<file path="src/rtl/core/psro_ram.sv">
// simple dual-port ram, one write port and one registered read port
module psro_ram #(
    parameter int WIDTH  = 8,
    parameter int DEPTH  = 16,
    parameter int ADDR_W = $clog2(DEPTH)
) (
    input  logic              i_clk,
    input  logic              i_we,
    input  logic [ADDR_W-1:0] i_waddr,
    input  logic [WIDTH-1:0]  i_wdata,
    input  logic              i_re,
    input  logic [ADDR_W-1:0] i_raddr,
    output logic [WIDTH-1:0]  o_rdata
);
    logic [WIDTH-1:0] r_mem [DEPTH];
    logic [WIDTH-1:0] r_rdata;

    always_ff @(posedge i_clk) begin
        if (i_we) begin
            r_mem[i_waddr] <= i_wdata;
        end
        if (i_re) begin
            r_rdata <= r_mem[i_raddr];
        end
    end

    assign o_rdata = r_rdata;
endmodule

</file>
<file path="config.mk">
export PLATFORM = sky130hd
export DESIGN_NAME = psro_ram
export DESIGN_NICKNAME = d
export VERILOG_FILES = /design/src/rtl/core/psro_ram.sv
export SDC_FILE = /design/constraint.sdc
export NUM_CORES = 1
export LEC_CHECK = 0
export ABC_AREA = 1
export BUFFER_PORTS_ARGS = -buffer_cell sky130_fd_sc_hd__buf_2
export CORE_ASPECT_RATIO = 0.7
export CORE_MARGIN = 5
export CORE_UTILIZATION = 43
export CTS_CLUSTER_SIZE = 24
export DETAILED_ROUTE_END_ITERATION = 6
export MAX_ROUTING_LAYER = met4
export SLEW_MARGIN = 20
export SYNTH_ARGS = -nofsm -noshare
export SYNTH_HDL_FRONTEND = slang
export SYNTH_SLANG_ARGS = --single-unit
</file>
<file path="constraint.sdc">
create_clock -name i_clk -period 1.7 [get_ports i_clk]
set_input_delay 0.085 -clock i_clk [delete_from_list [all_inputs] [get_ports i_clk]]
set_output_delay 0.085 -clock i_clk [all_outputs]
set_load 0.05 [all_outputs]
</file>
==> results_dict.tcl, run 1 <==
set metrics [dict create \
    status "finished, final reports clean" \
    syn_inst 551 \
    cts_buffer_depth 2 \
    clk_pin_slew_ns 0.06 \
    vias 3882 \
    startpoint_type "register" \
    gr-total-overflow 0 \
    die_h_um 108 \
    min_path_cells 1 \
    worstMarginPinSlew_ns 0.633 \
    async_flop_share_pct 0 \
    grt_start_max_net_pins 65 \
    powerDensity_nw_per_um2 1200 \
    fmax_ghz 0.815 \
    cp-end-kind "register" \
    initial_utilization_pct 44.2 \
    crit_path_max_incr_delay_ns 0.36 \
    dr.pass1.iters 5 \
    area_delta_synth_final_pct 17.5 \
    yosys.area.top_type_share_pct 69.8 \
    cts_setup_buffers 0 \
    track_usage_pct 18.9 \
    drv_cap 0 \
    core_area_um2 13200 \
    hold_violations 0 \
    grt_first_pass_wirelength_mm 21.6 \
    cts_hold_buf 0 \
    via_per_inst 4.91 \
    reg2reg_slack_ns 0.47 \
    path_class "register to register" \
    grt_antenna_before_repair 0 \
    setup_slack_ns 0.473 \
    worstPathMaxFanout 1 \
    setup_total_negative_slack_ns 0 \
    crit_arrival_ns 1.39 \
    die_w_um 149 \
    htree_levels 4 \
    synth_top_cell_by_area "edfxtp_1" \
    cpMostUsedCell "nand3_1" \
    hp-class "input port to register" \
    synth_area_leaders "edfxtp_1, nand2_1, nand3_1" \
    drive_gt1_share_pct 12.9 \
    ant_nets 0 \
    yosysUniqueCellTypes 11 \
    drt-total-wl_mm 13.9 \
    die_area_um2 16100 \
    grt_pass1_vias 3716 \
    slew_headroom_pct 57.8 \
    synth-main-ff-cell "edfxtp_1" \
    cts_made_buffers 17 \
    clock_sinks 136 \
    synthTopCellsByCount "nand2_1, edfxtp_1, inv_1" \
    period_minus_slack_ns 1.23 \
    p_leak_nw 2.95 \
    diodes 0 \
    io_buffers 26 \
    synth_area_um2 5850 \
    ir_drop_v 0.000737 \
    crit_chain "inv_1, nand2_1, nand3_1, nand3_1, nand3_1, nand2_1" \
    io_pins 27 \
    wire_per_inst_um 17.5 \
    cts-root-buf "clkbuf_16" \
    fin_skew_ns 0.00391 \
    seq_area_frac_synth_pct 69.8 \
    rows 35 \
    cp.required_ns 1.86 \
    drcViolationCount 0 \
    cpMaxStageDelayCell "edfxtp_1" \
    cts_tree "built" \
    gp_congestion 0.843 \
    clk-insertion-delay-late_ns 0.41 \
    yosysMostFrequentCell "nand2_1" \
    slew_violations 0 \
    drtIter0Drc 384 \
    dp_slack_ns 0.288 \
    grt_setup_unrepaired "no" \
    synth_seq_cells 136 \
    dpl.hpwl_mm 8.67 \
    synth_area_per_cell_um2 10.6 \
    ys_warn_count 0 \
    synth-edff-count 136 \
    finalSetupViolCount 0 \
    cts-resized-gates 0 \
    reg2reg_depth 6 \
    post-route-period-util_pct 72.2 \
    syn-num-nets 570 \
    nNetsFinal 612 \
]
metrics by stage:
| stage | power [W] | hold WS, ns | instances | util (%) | instance area, um^2 |
|---|---|---|---|---|---|
| after floorplan | 0.00419 | 0.184 | 551 | - | 5850 |
| after global placement | 0.00439 | 0.464 | 759 | 47.2 | 6240 |
| after detailed placement | 0.00440 | 0.469 | 759 | 47.2 | 6240 |
| after CTS | 0.00832 | 0.0380 | 790 | 51.9 | 6870 |
| after global routing | 0.00853 | 0.0496 | 790 | 51.9 | 6870 |
| final | 0.00824 | 0.0582 | 790 | 51.9 | 6870 |
routing by layer:
metal / wire length (um) / global-route usage (%) / up-vias
met5: 0 / - / -
met4: 158 / 6.27 / 0
met3: 1270 / 5.05 / 17
met2: 5930 / 25.6 / 148
met1: 6510 / 27.6 / 1852
li1: - / - / 1865
power by group:
part           internal (W)  total, W  switching, W
Clock               0.00258   0.00391       0.00133
Sequential          0.00378   0.00380     0.0000235
Combinational      0.000137  0.000526      0.000389
logic make-up (layout without fill, tap and decap cells):
family | after synthesis | count (layout) | share of synthesized area (%)
DFF | 136 | 136 | 69.8
and+or+nand+nor | 289 | 289 | 20.8
buffers and inverters | 126 | 180 | 9.39
critical path, delay by kind of cell (launching register included):
kind          cells  cell delay (ns)
flops             1             0.36
buf+inv           1             0.06
simple gates      5             0.55
path summary, 6_finish.rpt:
path                      to          from
setup / recovery  o_rdata[2]   r_mem[1][2]
hold / removal    o_rdata[2]          i_re
setup reg to reg  o_rdata[2]   r_mem[1][2]
hold reg to reg   o_rdata[5]  r_mem[10][5]
cells in the final DEF (no fill, tap or decap), drive strengths merged:
cell type  synthesis  routed
nand2            173     173
edfxtp           136     136
inv              102     102
nand3             97      97
buf               24      47
clkbuf             0      18
nor2              17      17
bufinv             0       5
clkinv             0       5
clkinvlp           0       3
nand3b             2       2
flip-flops by register name, indices dropped and copies added (netlist names):
signal and flops:
r_mem 128, o_rdata 8
cell type report:
cell class	instances	area, um^2
timing repair buffer	47	325
tap	185	231
clock buffer	18	429
clock inverter	13	204
fill	1165	6350
inverter	102	383
multi-input combinational	289	1210
sequential	136	4080
Note: power is estimated with default switching activity, not from simulation.
==> run 2: changes to the inputs <==
==> constraint.sdc (replaced) <==
create_clock -name i_clk -period 1.2 [get_ports i_clk]
set_input_delay 0.06 -clock i_clk [delete_from_list [all_inputs] [get_ports i_clk]]
set_output_delay 0.06 -clock i_clk [all_outputs]
set_load 0.05 [all_outputs]
==> run 2 against run 1 <==
Net effect:
- global-route usage is 0.19 points lower
- final area is 1.3% higher
- sequential share of layout area is 0.74 points lower
- final cell count is 1.3% higher
- via count is 1.5% higher
- die area stayed put
- critical path type is now register to primary output
- largest cell class unchanged
==> results_dict.tcl, run 2 (synthesis gave the netlist of run 1 again) <==
set metrics [dict create \
    reg2reg_slack_ns 0.04 \
    cts_setup_buffers 0 \
    grt_use_met1_pct 26.6 \
    grt_start_max_net_pins 33 \
    hp-class "input port to register" \
    clk-insertion-delay-late_ns 0.41 \
    cts-resized-gates 0 \
    core_area_um2 13200 \
    initial_utilization_pct 44.2 \
    post-route-period-util_pct 96.7 \
    ir_drop_v 0.00103 \
    cts_hold_buf 0 \
    htree_levels 4 \
    io_pins 27 \
    nNetsFinal 621 \
    grt_first_pass_wirelength_mm 21.3 \
    clock_sinks 136 \
    worstPathMaxFanout 1 \
    crit_arrival_ns 1.10 \
    path_delay_family "flip-flops" \
    track_usage_pct 18.7 \
    finalSetupViolCount 0 \
    dp_slack_ns -0.114 \
    regMostFlops "r_mem" \
    p_leak_nw 3.00 \
    min_to "o_rdata[7]" \
    dr.pass1.iters 5 \
    cp-end-kind "primary output" \
    path_class "register to primary output" \
    io_buffers 26 \
    slew_headroom_pct 63.1 \
    worstMarginPinSlew_ns 0.553 \
    cts_buffer_depth 2 \
    drcViolationCount 0 \
    powerDensity_nw_per_um2 1590 \
    cts_tree "built" \
    worstReg2RegStart "r_mem[0][3]" \
    use_met3_pct 4.55 \
    largest_reg_flops 128 \
    layout_common_cells "nand2_1, edfxtp_1, inv_1" \
    hold_violations 0 \
    startpoint_type "register" \
    min_path_cells 1 \
    die_area_um2 16100 \
    rows 35 \
    die_w_um 149 \
    dpl.hpwl_mm 8.90 \
    fmax_ghz 0.862 \
    slew_violations 0 \
    status "finished, final reports clean" \
    gr-total-overflow 0 \
    post-route-cell-area_um2 6960 \
    fin_skew_ns 0.00620 \
    cts_made_buffers 17 \
    cts-root-buf "clkbuf_16" \
    grt_antenna_before_repair 0 \
    crit_path_max_incr_delay_ns 0.40 \
    cpMaxStageDelayCell "edfxtp_1" \
    via_per_inst 4.92 \
    vias 3939 \
    area_delta_synth_final_pct 19.0 \
    die_h_um 108 \
    path_buf_inv 1 \
    diodes 0 \
    clk_pin_slew_ns 0.06 \
    ant_nets 0 \
    period_minus_slack_ns 1.16 \
    grt_pass1_vias 3847 \
    grt-busiest-layer "met2" \
    r2r-end "o_rdata[3]" \
    reg2reg_depth 6 \
    grtUsageMet2_pct 26.8 \
    drive_gt1_share_pct 15.6 \
    drv_cap 0 \
    crit_chain "buf_2" \
    holdCritStartpoint "i_re" \
    wire_per_inst_um 17.3 \
    layout_commonest_cell "nand2_1" \
    gp_congestion 0.817 \
    placed_cell_area_um2 6350 \
    cp.required_ns 1.14 \
    drtIter0Drc 281 \
    grt_setup_unrepaired "yes" \
    drt-total-wl_mm 13.8 \
    setup_slack_ns 0.0393 \
]
==> run 2: power by group <==
group | total, W | switching [W] | internal, W
Sequential | 0.00539 | 0.0000316 | 0.00535
Clock | 0.00491 | 0.00189 | 0.00301
Combinational | 0.000799 | 0.000564 | 0.000235
Total | 0.0111 | 0.00249 | 0.00860
==> run 2: worst max path at each step <==
stage | start | endpoint | slack, ns | depth (start not counted)
5_1_grt | r_mem[0][3] | o_rdata[3] | -0.02 | 6
2_1_floorplan | i_waddr[2] | r_mem[10][0] | 0.19 | 2
3_5_place_dp | i_raddr[0] | o_rdata[4] | -0.11 | 8
6_report | o_rdata[2] | o_rdata[2] | 0.04 | 1
3_3_place_gp | i_raddr[0] | o_rdata[4] | -0.09 | 8
4_1_cts | r_mem[0][3] | o_rdata[3] | 0.008 | 6
==> run 2: per-stage QoR <==
step                      total power [W]  setup TNS, ns  util [%]  std cells  hold WS [ns]
after floorplan                   0.00593              0         -        551         0.159
after global placement            0.00626         -0.428      48.1        768         0.435
after detailed placement          0.00627         -0.602      48.1        768         0.442
after CTS                          0.0111              0      52.3        800        0.0107
after global routing               0.0114        -0.0210      52.6        800        0.0219
final                              0.0111              0      52.6        800        0.0195
==> run 2: area by class of cell <==
cell class                      count  area [um^2]
Fill cell                        1191         6270
Inverter                          102          383
Timing Repair Buffer               56          443
Multi-Input combinational cell    289         1250
Sequential cell                   136         4080
Clock buffer                       17          425
Tap cell                          185          231
Clock inverter                     15          136
==> run 2: routing by layer <==
metal	share of wire, %	vias to the layer above
met5	0	-
met3	8.6	14
li1	-	1883
met1	47	1888
met2	43	154
met4	1.4	0
