[config.mk]
export PLATFORM = sky130hd
export DESIGN_NAME = psro_calc_unit
export DESIGN_NICKNAME = d
export VERILOG_FILES = /design/src/rtl/core/psro_pkg.sv /design/src/rtl/core/psro_calc_unit.sv
export SDC_FILE = /design/constraint.sdc
export NUM_CORES = 2
export LEC_CHECK = 0
export BUFFER_PORTS_ARGS = -buffer_cell sky130_fd_sc_hd__buf_2
export CORE_MARGIN = 1.5
export CORE_UTILIZATION = 50
export DETAILED_ROUTE_END_ITERATION = 12
export HOLD_SLACK_MARGIN = 0.15
export PLACE_DENSITY = 0.72
export SLEW_MARGIN = 20
export SYNTH_ARGS = -nofsm -noshare
export SYNTH_HDL_FRONTEND = slang
export SYNTH_SLANG_ARGS = --single-unit
[constraint.sdc]
create_clock -name i_clk -period 11.9 [get_ports i_clk]
set_input_delay 0 -clock i_clk [delete_from_list [all_inputs] [get_ports i_clk]]
set_output_delay 0 -clock i_clk [all_outputs]
set_load 0.01 [all_outputs]
[src/rtl/core/psro_pkg.sv]
// types and constants shared by the short-range-order objective block
package psro_pkg;

    localparam int MAX_SPECIES = 3;
    localparam int MAX_SHELLS  = 4;
    localparam int NPAR        = MAX_SPECIES * MAX_SPECIES * MAX_SHELLS;
    localparam int PAR_W       = 6;
    localparam int VAL_W       = 48;
    localparam int CFG_ADDR_W  = 3;

    localparam logic [VAL_W-1:0] VAL_MAX = {1'b0, {(VAL_W-1){1'b1}}};
    localparam logic [VAL_W-1:0] VAL_MIN = {1'b1, {(VAL_W-1){1'b0}}};

    // command codes of an input item
    localparam logic [1:0] CMD_WR_SPECIES = 2'd0;
    localparam logic [1:0] CMD_WR_PARAM   = 2'd1;
    localparam logic [1:0] CMD_ADD_PAIR   = 2'd2;
    localparam logic [1:0] CMD_FINISH     = 2'd3;

    // configuration register word index (paddr[2])
    localparam logic CFG_SPECIES_COUNT = 1'b0;
    localparam logic CFG_SHELL_COUNT   = 1'b1;

    localparam logic [1:0] SPECIES_COUNT_RST = 2'd2;
    localparam logic [2:0] SHELL_COUNT_RST   = 3'd1;

    typedef struct packed {
        logic [1:0]         command;
        logic [9:0]         first_atom;
        logic [9:0]         second_atom;
        logic [1:0]         species;
        logic [1:0]         shell;
        logic [PAR_W-1:0]   param_index;
        logic [31:0]        prefactor;
        logic [31:0]        weight;
        logic signed [31:0] target;
    } t_in_item;

    typedef struct packed {
        logic signed [VAL_W-1:0] value;
        logic [PAR_W-1:0]        out_index;
        logic                    is_objective;
        logic                    last;
    } t_out_item;

    typedef struct packed {
        logic [31:0]        prefactor;
        logic [31:0]        weight;
        logic signed [31:0] target;
    } t_param;

    typedef struct packed {
        logic [1:0] species_count;
        logic [2:0] shell_count;
    } t_cfg;

    typedef enum logic [3:0] {
        CALC_IDLE   = 4'd0,
        CALC_CLEAR  = 4'd1,
        CALC_MUL_CP = 4'd2,
        CALC_SRO    = 4'd3,
        CALC_DIFF   = 4'd4,
        CALC_MUL_LO = 4'd5,
        CALC_MUL_HI = 4'd6,
        CALC_TERM   = 4'd7,
        CALC_SUM    = 4'd8
    } t_calc_op;

endpackage

[src/rtl/core/psro_calc_unit.sv]
// shared arithmetic unit: one 32x32 multiplier plus rounding, saturation and accumulation
module psro_calc_unit #(
    parameter int COUNT_BITS = 16
) (
    input  logic                          i_clk,
    input  psro_pkg::t_calc_op            i_op,
    input  logic [COUNT_BITS-1:0]         i_count,
    input  logic [31:0]                   i_prefactor,
    input  logic [31:0]                   i_weight,
    input  logic signed [31:0]            i_target,
    output logic [psro_pkg::VAL_W-1:0]    o_sro,
    output logic [psro_pkg::VAL_W-1:0]    o_total
);
    import psro_pkg::*;

    logic [63:0]      r_prod;
    logic [63:0]      r_lo;
    logic [VAL_W-1:0] r_sro;
    logic [48:0]      r_d;
    logic [46:0]      r_term;
    logic [46:0]      r_total;

    logic [31:0]      w_mul_a;
    logic [31:0]      w_mul_b;
    logic [63:0]      w_prod;
    logic [64:0]      w_rnd;
    logic [58:0]      w_sro_full;
    logic [VAL_W-1:0] w_sro;
    logic [49:0]      w_diff;
    logic [49:0]      w_abs;
    logic [64:0]      w_rnd_lo;
    logic [56:0]      w_t;
    logic [46:0]      w_term;
    logic [47:0]      w_sum;
    logic [46:0]      w_total;

    always_comb begin
        case (i_op)
            CALC_MUL_CP: begin
                w_mul_a = 32'(i_count);
                w_mul_b = i_prefactor;
            end
            CALC_MUL_LO: begin
                w_mul_a = r_d[31:0];
                w_mul_b = i_weight;
            end
            CALC_MUL_HI: begin
                w_mul_a = 32'(r_d[48:32]);
                w_mul_b = i_weight;
            end
            default: begin
                w_mul_a = '0;
                w_mul_b = '0;
            end
        endcase
    end

    assign w_prod = w_mul_a * w_mul_b;

    // sro = 1.0 - round(count*prefactor to q.24); only the low side can overflow
    always_comb begin
        w_rnd      = {1'b0, r_prod} + 65'd128;
        w_sro_full = 59'(1 << 24) - {2'b00, w_rnd[64:8]};
        if (w_sro_full[58:47] != {12{w_sro_full[58]}}) begin
            w_sro = VAL_MIN;
        end else begin
            w_sro = w_sro_full[47:0];
        end
    end

    always_comb begin
        w_diff = {{2{r_sro[VAL_W-1]}}, r_sro} - {{18{i_target[31]}}, i_target};
        w_abs  = w_diff[49] ? (50'd0 - w_diff) : w_diff;
    end

    // weight * |d|: high partial product in r_prod, low one in r_lo
    always_comb begin
        w_rnd_lo = {1'b0, r_lo} + 65'h800000;
        w_t      = {1'b0, r_prod[47:0], 8'h00} + 57'(w_rnd_lo[64:24]);
        if (r_prod[63:48] != 16'd0 || w_t[56:47] != 10'd0) begin
            w_term = VAL_MAX[46:0];
        end else begin
            w_term = w_t[46:0];
        end
    end

    always_comb begin
        w_sum   = {1'b0, r_total} + {1'b0, r_term};
        w_total = w_sum[47] ? VAL_MAX[46:0] : w_sum[46:0];
    end

    always_ff @(posedge i_clk) begin
        case (i_op)
            CALC_CLEAR: begin
                r_total <= '0;
            end
            CALC_MUL_CP, CALC_MUL_LO: begin
                r_prod <= w_prod;
            end
            CALC_MUL_HI: begin
                r_lo   <= r_prod;
                r_prod <= w_prod;
            end
            CALC_SRO: begin
                r_sro <= w_sro;
            end
            CALC_DIFF: begin
                r_d <= w_abs[48:0];
            end
            CALC_TERM: begin
                r_term <= w_term;
            end
            CALC_SUM: begin
                r_total <= w_total;
            end
            default: begin
            end
        endcase
    end

    assign o_sro   = r_sro;
    assign o_total = {1'b0, r_total};
endmodule

==> flow_summary.ini <==
[logic_synthesis]
synth-edff-count = 296
synth-main-ff-cell = edfxtp_1
syn_avg_cell_area_um2 = 8.88
synth_async_sr_flop_share_pct = 0
net_count_after_synthesis = 7553
post_synth_inst_count = 6142
share_of_the_yosys_chip_area_belonging_to_registers_pct = 16.3
post_synth_instance_area_mm2 = 0.0546
ys_ff_latch = 296
ys_warn_count = 0
synth_cell_type_count = 90

[hold_path]
hold_path_class = primary input to flip-flop

[run_status]
status = complete, no violations

[global_route]
antenna_found_initial = 7
globalRouteOverflowTotal = 0
grtUsageTotal_pct = 32.5
grt_first_pass_wirelength_um = 274000
grt_start_max_net_pins = 82
grt_pass1_vias = 45500

[clock_network]
cts.repair.resized = 0
path_clk_slew_ns = 0.06
tritoncts.num_buffers = 31
postCtsSetupRepairBufs = 0
clkLatencyLatePin_ns = 0.61
cts.sinks = 296
tritoncts = built
root_buffer = clkbuf_16
clock_tree.buffer_depth = 3
cts_max_level = 1

[power_and_ir_drop]
power_density_mw_per_mm2 = 53.7
vdd_ir_drop_max_v = 0.000106
power.static_leakage_nw = 26.6

[worst_setup_path]
timing.setup.critical_path_class = primary input to flip-flop
cp.required_ns = 12.23
critical_path.max_stage_delay_ns = 0.94
critPathSlowestCell = a22oi_2
worst_setup_path_start_kind = primary input
end_kind = flip-flop
cp_max_fanout = 28
cp_common_cell = fa_1
arrival_ns = 10.97

[finish]
layout_cell_share_with_drive_strength_beyond_1_pct = 7.39
synthToLayoutAreaGrowth_pct = 6.99
finish.instance_area_mm2 = 0.0584
mostFrequentLayoutCells = inv_1 (969), fa_1 (899), nor2_1 (807)
fin_nets = 7635
final_cells = 7655
layout.cells.most_common = inv_1

[sta]
finalWorstPathRequiredPeriod_ns = 10.64
slew_headroom_pct = 23.7
hold_viol_final = 0
min_period_over_period_pct = 89.4
timing.setup.tns_ns = 0
grt_setup_unrepaired = false
achievable-frequency_mhz = 94.0
tightest_slew_ns = 1.14
setup_violations = 0
finalMaxSlewViolations = 0
worst_clock_skew_ns = 0.0225

[drt]
final_antenna_net_count = 0
detail_route.wl_per_cell_um = 23.7
finalWirelength_um = 181000
detailroute.via_count = 46000
drt-vias-per-instance = 6.01
detail_route.iter0.violations = 4847
detail_route.drc_violations = 0
number_of_detailed_routing_iterations_run_before_antenna_repair = 6

[floorplan]
die_outline_width_um = 333
die_y_um = 333
row_count = 120
ios = 213
core_region_area_mm2 = 0.108
die_area_mm2 = 0.111
effective_utilization_at_floorplan_pct = 50.7

[placed_design]
placed_cell_area_mm2 = 0.0573
post-dp-hpwl_um = 146000
place_inst = 7588
buffer_ports.inserted = 211
gp_congestion = 1.02

[flow_run]
cap_violations = 0
==> critical path: cells and delay by family <==
kind | cells | cell delay [ns]
AND/OR/NAND/NOR | 7 | 2.06
adder cells (fa/ha/maj) | 9 | 4.50
AO/OA/AOI/OAI | 7 | 2.95
buffers and inverters | 9 | 1.34
XOR/XNOR | 1 | 0.11
==> per-layer routing <==
metal	up-vias	global-route usage (%)	wire length (um)
li1	19900	-	-
met2	2700	49.6	78800
met5	-	0	32
met4	4	15.9	11200
met1	22800	42.7	68900
met3	598	9.05	22600
==> cell usage after synthesis (all sizes together), types with 9 or more instances <==
library cell | count | share of area, %
or3 | 23 | 0.27
nand2b | 43 | 0.49
nand3 | 94 | 0.86
o31ai | 20 | 0.28
and2 | 51 | 0.58
o211ai | 15 | 0.21
a31o | 10 | 0.16
edfxtp | 296 | 16
a22oi | 56 | 0.77
buf | 30 | 0.31
o21ai | 142 | 1.3
a21boi | 11 | 0.15
o2111ai | 9 | 0.14
nor3 | 70 | 0.72
a211oi | 21 | 0.29
nor2 | 809 | 5.6
nor2b | 36 | 0.41
o21a | 26 | 0.36
nand2 | 705 | 4.9
nor4 | 36 | 0.50
a21oi | 270 | 2.5
ha | 395 | 9.1
o31a | 10 | 0.16
a21o | 114 | 1.6
nor3b | 9 | 0.12
clkbuf | 265 | 1.8
fa | 899 | 33
a31oi | 36 | 0.42
a22o | 33 | 0.53
or2 | 16 | 0.18
inv | 969 | 6.7
nand4 | 66 | 0.77
and3 | 54 | 0.62
xnor2 | 220 | 3.5
and4 | 19 | 0.31
xor2 | 121 | 1.9
o21bai | 31 | 0.43
==> registers in the layout, summed over array words and instances (netlist names) <==
register  count
r_d          49
r_prod       64
r_total      47
r_lo         41
o_sro        48
r_term       47
==> cell families (layout without fill, tap and decap cells) <==
| kind of cell | after synthesis | count (layout) | share of synthesized area [%] |
|---|---|---|---|
| AO/OA/AOI/OAI | 873 | 873 | 10.4 |
| XOR/XNOR | 341 | 341 | 5.47 |
| adder cells (fa/ha/maj) | 1294 | 1294 | 42.0 |
| buffers and inverters | 1264 | 1371 | 8.80 |
| flip-flops | 296 | 296 | 16.3 |
| multiplexers | 10 | 10 | 0.193 |
| other | 1 | 4 | 0.00687 |
| AND/OR/NAND/NOR | 2063 | 2063 | 16.8 |
==> repair_timing <==
action,in CTS,in global routing
endpoints found under the setup margin,0,0
endpoints found under the hold margin,23,0
hold buffers,5,0
==> stage by stage <==
step                      setup WS, ns  hold slack, ns  utilization, %  power [mW]
final                             1.26           0.158            54.2        3.14
after global placement            1.61           0.453            53.2        2.13
after detailed placement          1.39           0.459            53.2        2.14
after CTS                         1.49           0.171            54.2        3.12
after floorplan                   2.06           0.299               -        1.81
after global routing             0.932           0.175            54.2        3.25
==> power breakdown <==
part           internal [mW]  total (mW)  switching (mW)  leakage (nW)
sequential              1.19        1.24          0.0531          2.63
combinational          0.309       0.909           0.600          23.4
clock                  0.546       0.985           0.439         0.492
total                   2.04        3.14            1.09          26.6
==> area by class of cell <==
| cell class | instances | area, um^2 |
|---|---|---|
| repair buffers | 344 | 2080 |
| well taps | 1403 | 1760 |
| clock buffers | 32 | 779 |
| inverters | 969 | 3640 |
| clock inverters | 26 | 238 |
| flip-flops and latches | 296 | 8890 |
| fillers | 9632 | 49300 |
| diodes | 3 | 7.51 |
| multi-input cells | 4582 | 41000 |
==> worst paths after layout <==
kind | start | to | slack, ns | cells after the start
worst max register to register | r_d[42]$_DFFE_PN_ | r_prod[61]$_DFFE_PP_ | 1.98 | 29
worst min-delay path | i_weight[0] | r_prod[1]$_DFFE_PP_ | 0.16 | 5
worst min register to register | r_prod[61]$_DFFE_PP_ | r_lo[61]$_DFFE_PN_ | 0.59 | 0
worst max-delay path | i_op[2] | r_prod[61]$_DFFE_PP_ | 1.26 | 33
Note: power is estimated with default switching activity, not from simulation.
