## src/rtl/core/psro_pkg.sv

```systemverilog
// types and constants shared by the short-range-order objective block
package psro_pkg;

    localparam int MAX_SPECIES = 3;
    localparam int MAX_SHELLS  = 4;
    localparam int NPAR        = MAX_SPECIES * MAX_SPECIES * MAX_SHELLS;
    localparam int PAR_W       = 6;
    localparam int VAL_W       = 48;
    localparam int CFG_ADDR_W  = 3;

    localparam logic [VAL_W-1:0] VAL_MAX = {1'b0, {(VAL_W-1){1'b1}}};
    localparam logic [VAL_W-1:0] VAL_MIN = {1'b1, {(VAL_W-1){1'b0}}};

    // command codes of an input item
    localparam logic [1:0] CMD_WR_SPECIES = 2'd0;
    localparam logic [1:0] CMD_WR_PARAM   = 2'd1;
    localparam logic [1:0] CMD_ADD_PAIR   = 2'd2;
    localparam logic [1:0] CMD_FINISH     = 2'd3;

    // configuration register word index (paddr[2])
    localparam logic CFG_SPECIES_COUNT = 1'b0;
    localparam logic CFG_SHELL_COUNT   = 1'b1;

    localparam logic [1:0] SPECIES_COUNT_RST = 2'd2;
    localparam logic [2:0] SHELL_COUNT_RST   = 3'd1;

    typedef struct packed {
        logic [1:0]         command;
        logic [9:0]         first_atom;
        logic [9:0]         second_atom;
        logic [1:0]         species;
        logic [1:0]         shell;
        logic [PAR_W-1:0]   param_index;
        logic [31:0]        prefactor;
        logic [31:0]        weight;
        logic signed [31:0] target;
    } t_in_item;

    typedef struct packed {
        logic signed [VAL_W-1:0] value;
        logic [PAR_W-1:0]        out_index;
        logic                    is_objective;
        logic                    last;
    } t_out_item;

    typedef struct packed {
        logic [31:0]        prefactor;
        logic [31:0]        weight;
        logic signed [31:0] target;
    } t_param;

    typedef struct packed {
        logic [1:0] species_count;
        logic [2:0] shell_count;
    } t_cfg;

    typedef enum logic [3:0] {
        CALC_IDLE   = 4'd0,
        CALC_CLEAR  = 4'd1,
        CALC_MUL_CP = 4'd2,
        CALC_SRO    = 4'd3,
        CALC_DIFF   = 4'd4,
        CALC_MUL_LO = 4'd5,
        CALC_MUL_HI = 4'd6,
        CALC_TERM   = 4'd7,
        CALC_SUM    = 4'd8
    } t_calc_op;

endpackage

```

## src/rtl/core/psro_cfg_regs.sv

```systemverilog
// apb configuration registers: species count and shell count
module psro_cfg_regs (
    input  logic                            i_clk,
    input  logic                            i_rst_n,
    input  logic                            psel,
    input  logic                            penable,
    input  logic                            pwrite,
    input  logic [psro_pkg::CFG_ADDR_W-1:0] paddr,
    input  logic [31:0]                     pwdata,
    output logic [31:0]                     prdata,
    output logic                            pready,
    output psro_pkg::t_cfg                  o_cfg
);
    import psro_pkg::*;

    t_cfg r_cfg;
    logic w_wr;

    assign pready = 1'b1;
    assign w_wr   = psel && penable && pwrite && pready;

    always_ff @(posedge i_clk) begin
        if (!i_rst_n) begin
            r_cfg.species_count <= SPECIES_COUNT_RST;
            r_cfg.shell_count   <= SHELL_COUNT_RST;
        end else if (w_wr) begin
            if (paddr[2] == CFG_SPECIES_COUNT) begin
                r_cfg.species_count <= pwdata[1:0];
            end else begin
                r_cfg.shell_count <= pwdata[2:0];
            end
        end
    end

    always_comb begin
        if (paddr[2] == CFG_SPECIES_COUNT) begin
            prdata = 32'(r_cfg.species_count);
        end else begin
            prdata = 32'(r_cfg.shell_count);
        end
    end

    assign o_cfg = r_cfg;
endmodule

```

## config.mk

```make
export PLATFORM = sky130hd
export DESIGN_NAME = psro_cfg_regs
export DESIGN_NICKNAME = d
export VERILOG_FILES = /design/src/rtl/core/psro_pkg.sv /design/src/rtl/core/psro_cfg_regs.sv
export SDC_FILE = /design/constraint.sdc
export NUM_CORES = 1
export LEC_CHECK = 0
export BUFFER_PORTS_ARGS = -buffer_cell sky130_fd_sc_hd__buf_2
export CELL_PAD_IN_SITES_DETAIL_PLACEMENT = 0
export CELL_PAD_IN_SITES_GLOBAL_PLACEMENT = 1
export CORE_ASPECT_RATIO = 0.75
export CORE_MARGIN = 3
export CORE_UTILIZATION = 17
export CTS_BUF_LIST = sky130_fd_sc_hd__clkbuf_8
export DETAILED_ROUTE_END_ITERATION = 12
export HOLD_SLACK_MARGIN = 0.06
export PLACE_DENSITY_LB_ADDON = 0.1
export SLEW_MARGIN = 0
export SYNTH_ARGS = -nofsm -noshare
export SYNTH_HDL_FRONTEND = slang
export SYNTH_SLANG_ARGS = --single-unit
```

## constraint.sdc

```tcl
create_clock -name i_clk -period 0.8 [get_ports i_clk]
set_input_delay 0.04 -clock i_clk [delete_from_list [all_inputs] [get_ports i_clk]]
set_output_delay 0.04 -clock i_clk [all_outputs]
set_load 0.05 [all_outputs]
```

==> flow_summary_export.csv, run 1 <==
group,metric,value,unit
outcome,status,"finished with violations",
outcome,violations,"negative setup slack",
placement,place.gp.congestion,0.562,
final_layout,syn_to_final_growth,45.2,%
final_layout,final_area,723,µm²
final_layout,largest_reg_flops,5,
clock_network,hold_buffers,0,
clock_network,cts_tree,"yes",
pwr,leakagePower,0.358,nW
routing,wire_per_inst,8.23,µm
worst_setup_path,crit_type,"flop to output port",
floorplanning,pin_count,78,
sta,period_minus_slack,1.02,ns
routing,routed-wl-met2,436,µm
global_route,gr-total-overflow,0,
clock_network,htreeDepth,1,
synth,muxShareOfSynthArea,14.6,%
pwr,intPower,659,µW
worst_setup_path,cp-start-kind,"flop",
worst_setup_path,crit_fanout,2,
routing,dr.pass1.iters,2,
synth,synth.top_cell.area_share,45.2,%
pwr,p_per_area,1650,mW/mm²
routing,vias,346,
sta,finalSetupTns,-0.949,ns
sta,setup_ws,-0.220,ns
pwr,swShare,44.7,%
routing,drt_iter0_drc,2,
final_layout,n_fill_cell,298,
synth,syn_area,498,µm²
floorplanning,initial_core_util,18.4,%
sta,setup_viol,9,
sta,fin_crit_sh,127,%
final_layout,diodes,0,
sta,drv_slew,0,
pwr,peakVddDrop,0.347,mV
synth,synth_cell_type_count,12,
synth,synth-compound-area-share,0,%
floorplanning,die_w,68.5,µm
synth,yosys.area.top_type,"buf_4",
routing,wl_met3,159,µm
synth,synthTopCellsByArea,"buf_4 (45%), dfxtp_1 (20%), mux2i_1 (10%)",
synth,seq_area_frac_synth,20.1,%
floorplanning,die_area,0.00362,mm²
synth,syn_inst,59,
synth,synth-simple-area-share,15.6,%
pwr,p_seq_share,20.7,%
clock_network,numCtsBuffers,3,
sta,grt_setup_unrepaired,"yes",
worst_hold_path,min_path_type,"input port to flop",
placement,dp_hpwl,821,µm
synth,syn_area_per_cell,8.44,µm²
routing,dr.max_layer_used,"met3",
worst_setup_path,crit_path_end_kind,"output port",
synth,synthXorXnorAreaFrac,0,%
flow_run,maxCapViolations,0,
pwr,p_sw,534,µW
routing,ant_nets,0,
routing,wl_met1,382,µm
synth,synth.cells.most_frequent,"buf_4 (30), nand2_1 (6), dfxtp_1 (5), mux2i_1 (5), nor2b_1 (4)",
synth,async_flop_share,0,%
worst_setup_path,arrival,0.98,ns
pwr,p_comb_share,40.5,%
global_route,grt_max_degree,11,
clock_network,cts_sinks,5,
synth,synthAdderAreaFrac,0,%
floorplanning,core_area,0.00270,mm²
placement,place_area,546,µm²
synth,synth_ff_type,"dfxtp_1",
synth,yosysWarnings,0,
global_route,first_global_vias,275,
global_route,grt_pass1_wl,1230,µm
routing,route.detailed.drc,0,
routing,viasPerCell,2.91,
synth,yosysMostFrequentCell,"buf_4",
final_layout,nets,124,
floorplanning,rows,16,
synth,synth_top_family_by_area,"buffers and inverters",
pwr,pwr-share-clk,38.7,%
final_layout,drive_gt1_share,47.0,%
clock_network,clk_pin_slew,0.04,ns
global_route,antenna_found_initial,0,
sta,hold_viol,0,
global_route,globalRouteTotalUtil,5.14,%
placement,port_buffers,16,
sta,fmax,981,MHz
synth,synth-seq-cells,5,
clock_network,worstSkewPairLatency,0.22,ns
sta,fin_skew,0,ns
placement,post-place-ws,-0.0351,ns
routing,finalWirelength,979,µm
sta,whs,0.0684,ns
floorplanning,die_h,52.9,µm
synth,synth_edf_count,0,
clock_network,cts_root_buf,"clkbuf_8",
clock_network,clock_path_buffers,2,
worst_setup_path,crit_required,0.76,ns
final_layout,fin_util,26.8,%
[cell usage in the layout (no fill, tap or decap), drive strengths merged]
cell type / count
clkbuf: 3
conb: 30
and4b: 1
and2: 1
inv: 1
mux2i: 5
buf: 24
nand2: 6
and4: 1
nor2b: 4
dfxtp: 5
mux2: 2
[metal layers]
| metal | vias to the layer above | GRT usage [%] |
|---|---|---|
| met3 | 0 | 2.55 |
| met4 | 0 | 5.94 |
| met1 | 145 | 5.40 |
| li1 | 174 | - |
| met5 | - | 0 |
| met2 | 27 | 6.81 |
[worst paths after layout]
| check | start | to | slack (ns) | depth (start not counted) |
|---|---|---|---|---|
| setup reg to reg | o_cfg[4] | o_cfg[4] | -0.04 | 4 |
| hold reg to reg | o_cfg[2] | o_cfg[2] | 0.49 | 2 |
| setup / recovery | o_cfg[3] | prdata[0] | -0.22 | 2 |
| hold / removal | pwdata[0] | o_cfg[3] | 0.07 | 3 |
[cells by family (layout without fill, tap and decap cells)]
| family | count (synthesis) | in the layout |
|---|---|---|
| buf+inv | 32 | 28 |
| simple gates | 13 | 13 |
| mux | 7 | 7 |
| flops | 5 | 5 |
| other cells | 2 | 30 |
[repair_timing]
item | CTS | global route
setup buffers | 1 | 6
endpoints found under the setup margin | 8 | 9
gates cloned | 0 | 0
pin swaps | 0 | 0
gates resized for setup | 24 | 10
endpoints found under the hold margin | 0 | 0
[per-stage QoR]
step | power (mW) | std cells
floorplan | 0.761 | 87
global placement | 0.691 | 111
detailed placement | 0.691 | 111
CTS | 1.20 | 116
global route | 1.25 | 119
finish | 1.19 | 119
[power groups by stage]
stage          Combinational (mW)  Clock, mW  Sequential (mW)
3_5_place_dp                0.441          0            0.251
2_1_floorplan               0.491          0            0.271
5_1_grt                     0.503      0.502            0.248
4_1_cts                     0.469      0.487            0.248
6_report                    0.483      0.462            0.247
3_3_place_gp                0.441          0            0.251
[worst max-delay path, stage by stage, from the launching register on]
cell	delay [ns]
dfxtp_4	0.33
mux2_4	0.27
buf_8	0.15
[layout make-up]
type                       count  area (µm²)  share of cell area, %
timing repair buffer          24         235                   32.5
clock inverter                 1        3.75                  0.519
multi-input combinational     50         279                   38.6
clock buffer                   3        41.3                   5.71
sequential                     5         119                   16.4
tap                           36        45.0                   6.23
No activity file was read; power rests on OpenSTA's default activity.
==> run 2: changes to the inputs <==
CORE_UTILIZATION = 16   (was 17)
CTS_BUF_LIST = not set   (was sky130_fd_sc_hd__clkbuf_8)
PLACE_DENSITY = 0.73   (was not set)
PLACE_DENSITY_LB_ADDON = not set   (was 0.1)
==> flow_summary_export.csv, run 2 (synthesis gave the netlist of run 1 again) <==
group,metric,value,unit
outcome,status,"finished with violations",
outcome,violations,"negative setup slack",
final_layout,final_common_cell,"conb_1",
pwr,leakagePower,0.350,nW
sta,fin_crit_sh,127,%
routing,vias,367,
worst_setup_path,cp-start-kind,"flop",
clock_network,cts_tree,"yes",
routing,dr.pass1.iters,6,
routing,ant_nets,0,
worst_setup_path,slowest_delay,0.33,ns
pwr,peakVddDrop,0.384,mV
clock_network,clock_path_buffers,2,
global_route,globalRouteTotalUtil,4.99,%
pwr,intPower,670,µW
floorplanning,die_h,54.3,µm
pwr,p_per_area,1680,mW/mm²
final_layout,fin_cells,118,
routing,routed-wl-met2,578,µm
sta,setup_viol,9,
sta,period_minus_slack,1.02,ns
routing,wl_met3,142,µm
final_layout,diodes,0,
sta,setup_ws,-0.215,ns
final_layout,largest_reg_flops,5,
routing,finalWirelength,1110,µm
pwr,p_comb_share,40.6,%
worst_setup_path,worstReg2RegStart,"o_cfg[3]",
global_route,gr-total-overflow,0,
routing,wl_met1,373,µm
pwr,swShare,43.9,%
floorplanning,pin_count,78,
pwr,p_seq_share,20.8,%
clock_network,hold_buffers,0,
worst_setup_path,crit_chain,"mux2_4 > buf_8",
sta,fin_skew,0,ns
worst_setup_path,cp_slowest_cell,"dfxtp_4",
sta,fmax,985,MHz
pwr,p_sw,523,µW
global_route,grt_max_degree,11,
worst_setup_path,crit_required,0.76,ns
placement,dp.cells,111,
floorplanning,die_w,70.4,µm
worst_setup_path,cp-startpoint,"o_cfg[4]",
global_route,first_global_vias,281,
global_route,antenna_found_initial,0,
routing,dr.max_layer_used,"met4",
pwr,p_total,1.19,mW
worst_hold_path,min_path_type,"input port to flop",
pwr,pwr-share-clk,38.7,%
final_layout,fin_util,25.6,%
routing,viasPerCell,3.11,
final_layout,layout.cells.most_common_list,"conb_1 (30), buf_2 (8), buf_8 (6)",
routing,drt_iter0_drc,3,
clock_network,cts_root_buf,"clkbuf_8",
sta,whs,0.0734,ns
floorplanning,initial_core_util,17.9,%
floorplanning,core_area,0.00278,mm²
placement,dp_hpwl,885,µm
placement,place.gp.congestion,0.729,
floorplanning,rows,16,
worst_hold_path,hold_start,"pwdata[2]",
sta,grt_setup_unrepaired,"yes",
global_route,grt_pass1_wl,1300,µm
final_layout,nets,123,
worst_setup_path,crit_fanout,2,
placement,port_buffers,16,
clock_network,htreeDepth,1,
final_layout,syn_to_final_growth,43.0,%
clock_network,clk_pin_slew,0.03,ns
final_layout,drive_gt1_share,43.9,%
floorplanning,die_area,0.00382,mm²
worst_setup_path,arrival,0.98,ns
sta,hold_viol,0,
worst_setup_path,crit_path_end_kind,"output port",
routing,wire_per_inst,9.44,µm
clock_network,numCtsBuffers,3,
sta,drv_slew,0,
flow_run,maxCapViolations,0,
clock_network,worstSkewPairLatency,0.22,ns
worst_setup_path,crit_type,"flop to output port",
routing,route.detailed.drc,0,
clock_network,cts_sinks,5,
sta,finalSetupTns,-1.02,ns
## run 2: cell count changes in the layout (fill, tap and decap cells not counted), sizes merged
cell	before	now
buf	24	23
clkbuf	3	4
inv	1	0
## run 2: final cells by class
class                           count  area (µm²)
Fill cell                         299        2070
Timing Repair Buffer               23         229
Sequential cell                     5         119
Tap cell                           36        45.0
Clock buffer                        4        45.0
Multi-Input combinational cell     50         274
## run 2: path summary, 6_finish.rpt
kind	endpoint	slack (ns)	cells after the start
setup / recovery	prdata[1]	-0.22	2
hold / removal	o_cfg[2]	0.07	3
setup reg to reg	o_cfg[3]	-0.11	5
hold reg to reg	o_cfg[2]	0.50	2
## run 2: repair_timing
item                       4_1_cts  5_1_grt
hold endpoints to repair         0        0
cloned                           0        0
setup endpoints to repair        8        8
resized for setup               25        7
setup buffers                    1        5
## run 2: layer usage
| metal | vias to the layer above | global-route usage [%] |
|---|---|---|
| met5 | - | 0 |
| met4 | 0 | 6.69 |
| met3 | 2 | 2.20 |
| li1 | 169 | - |
| met2 | 32 | 6.83 |
| met1 | 164 | 5.15 |
## run 2: power by group through the flow
stage               logic (mW)  registers [mW]  clock network (mW)
finish                   0.484           0.248               0.461
global route             0.500           0.248               0.496
CTS                      0.472           0.248               0.479
detailed placement       0.443           0.251                   0
global placement         0.439           0.250                   0
floorplan                0.491           0.271                   0
## run 2: stage by stage
stage | setup slack [ns] | instance area [µm²]
detailed placement | -0.0447 | 546
global route | -0.235 | 712
finish | -0.215 | 712
CTS | -0.221 | 681
global placement | -0.0292 | 546
floorplan | 0.0101 | 631
## run 2: critical path, delay by kind of cell, from the launching register on
family / cells / cell delay (ns)
flops: 1 / 0.33
mux: 1 / 0.27
buf+inv: 1 / 0.15
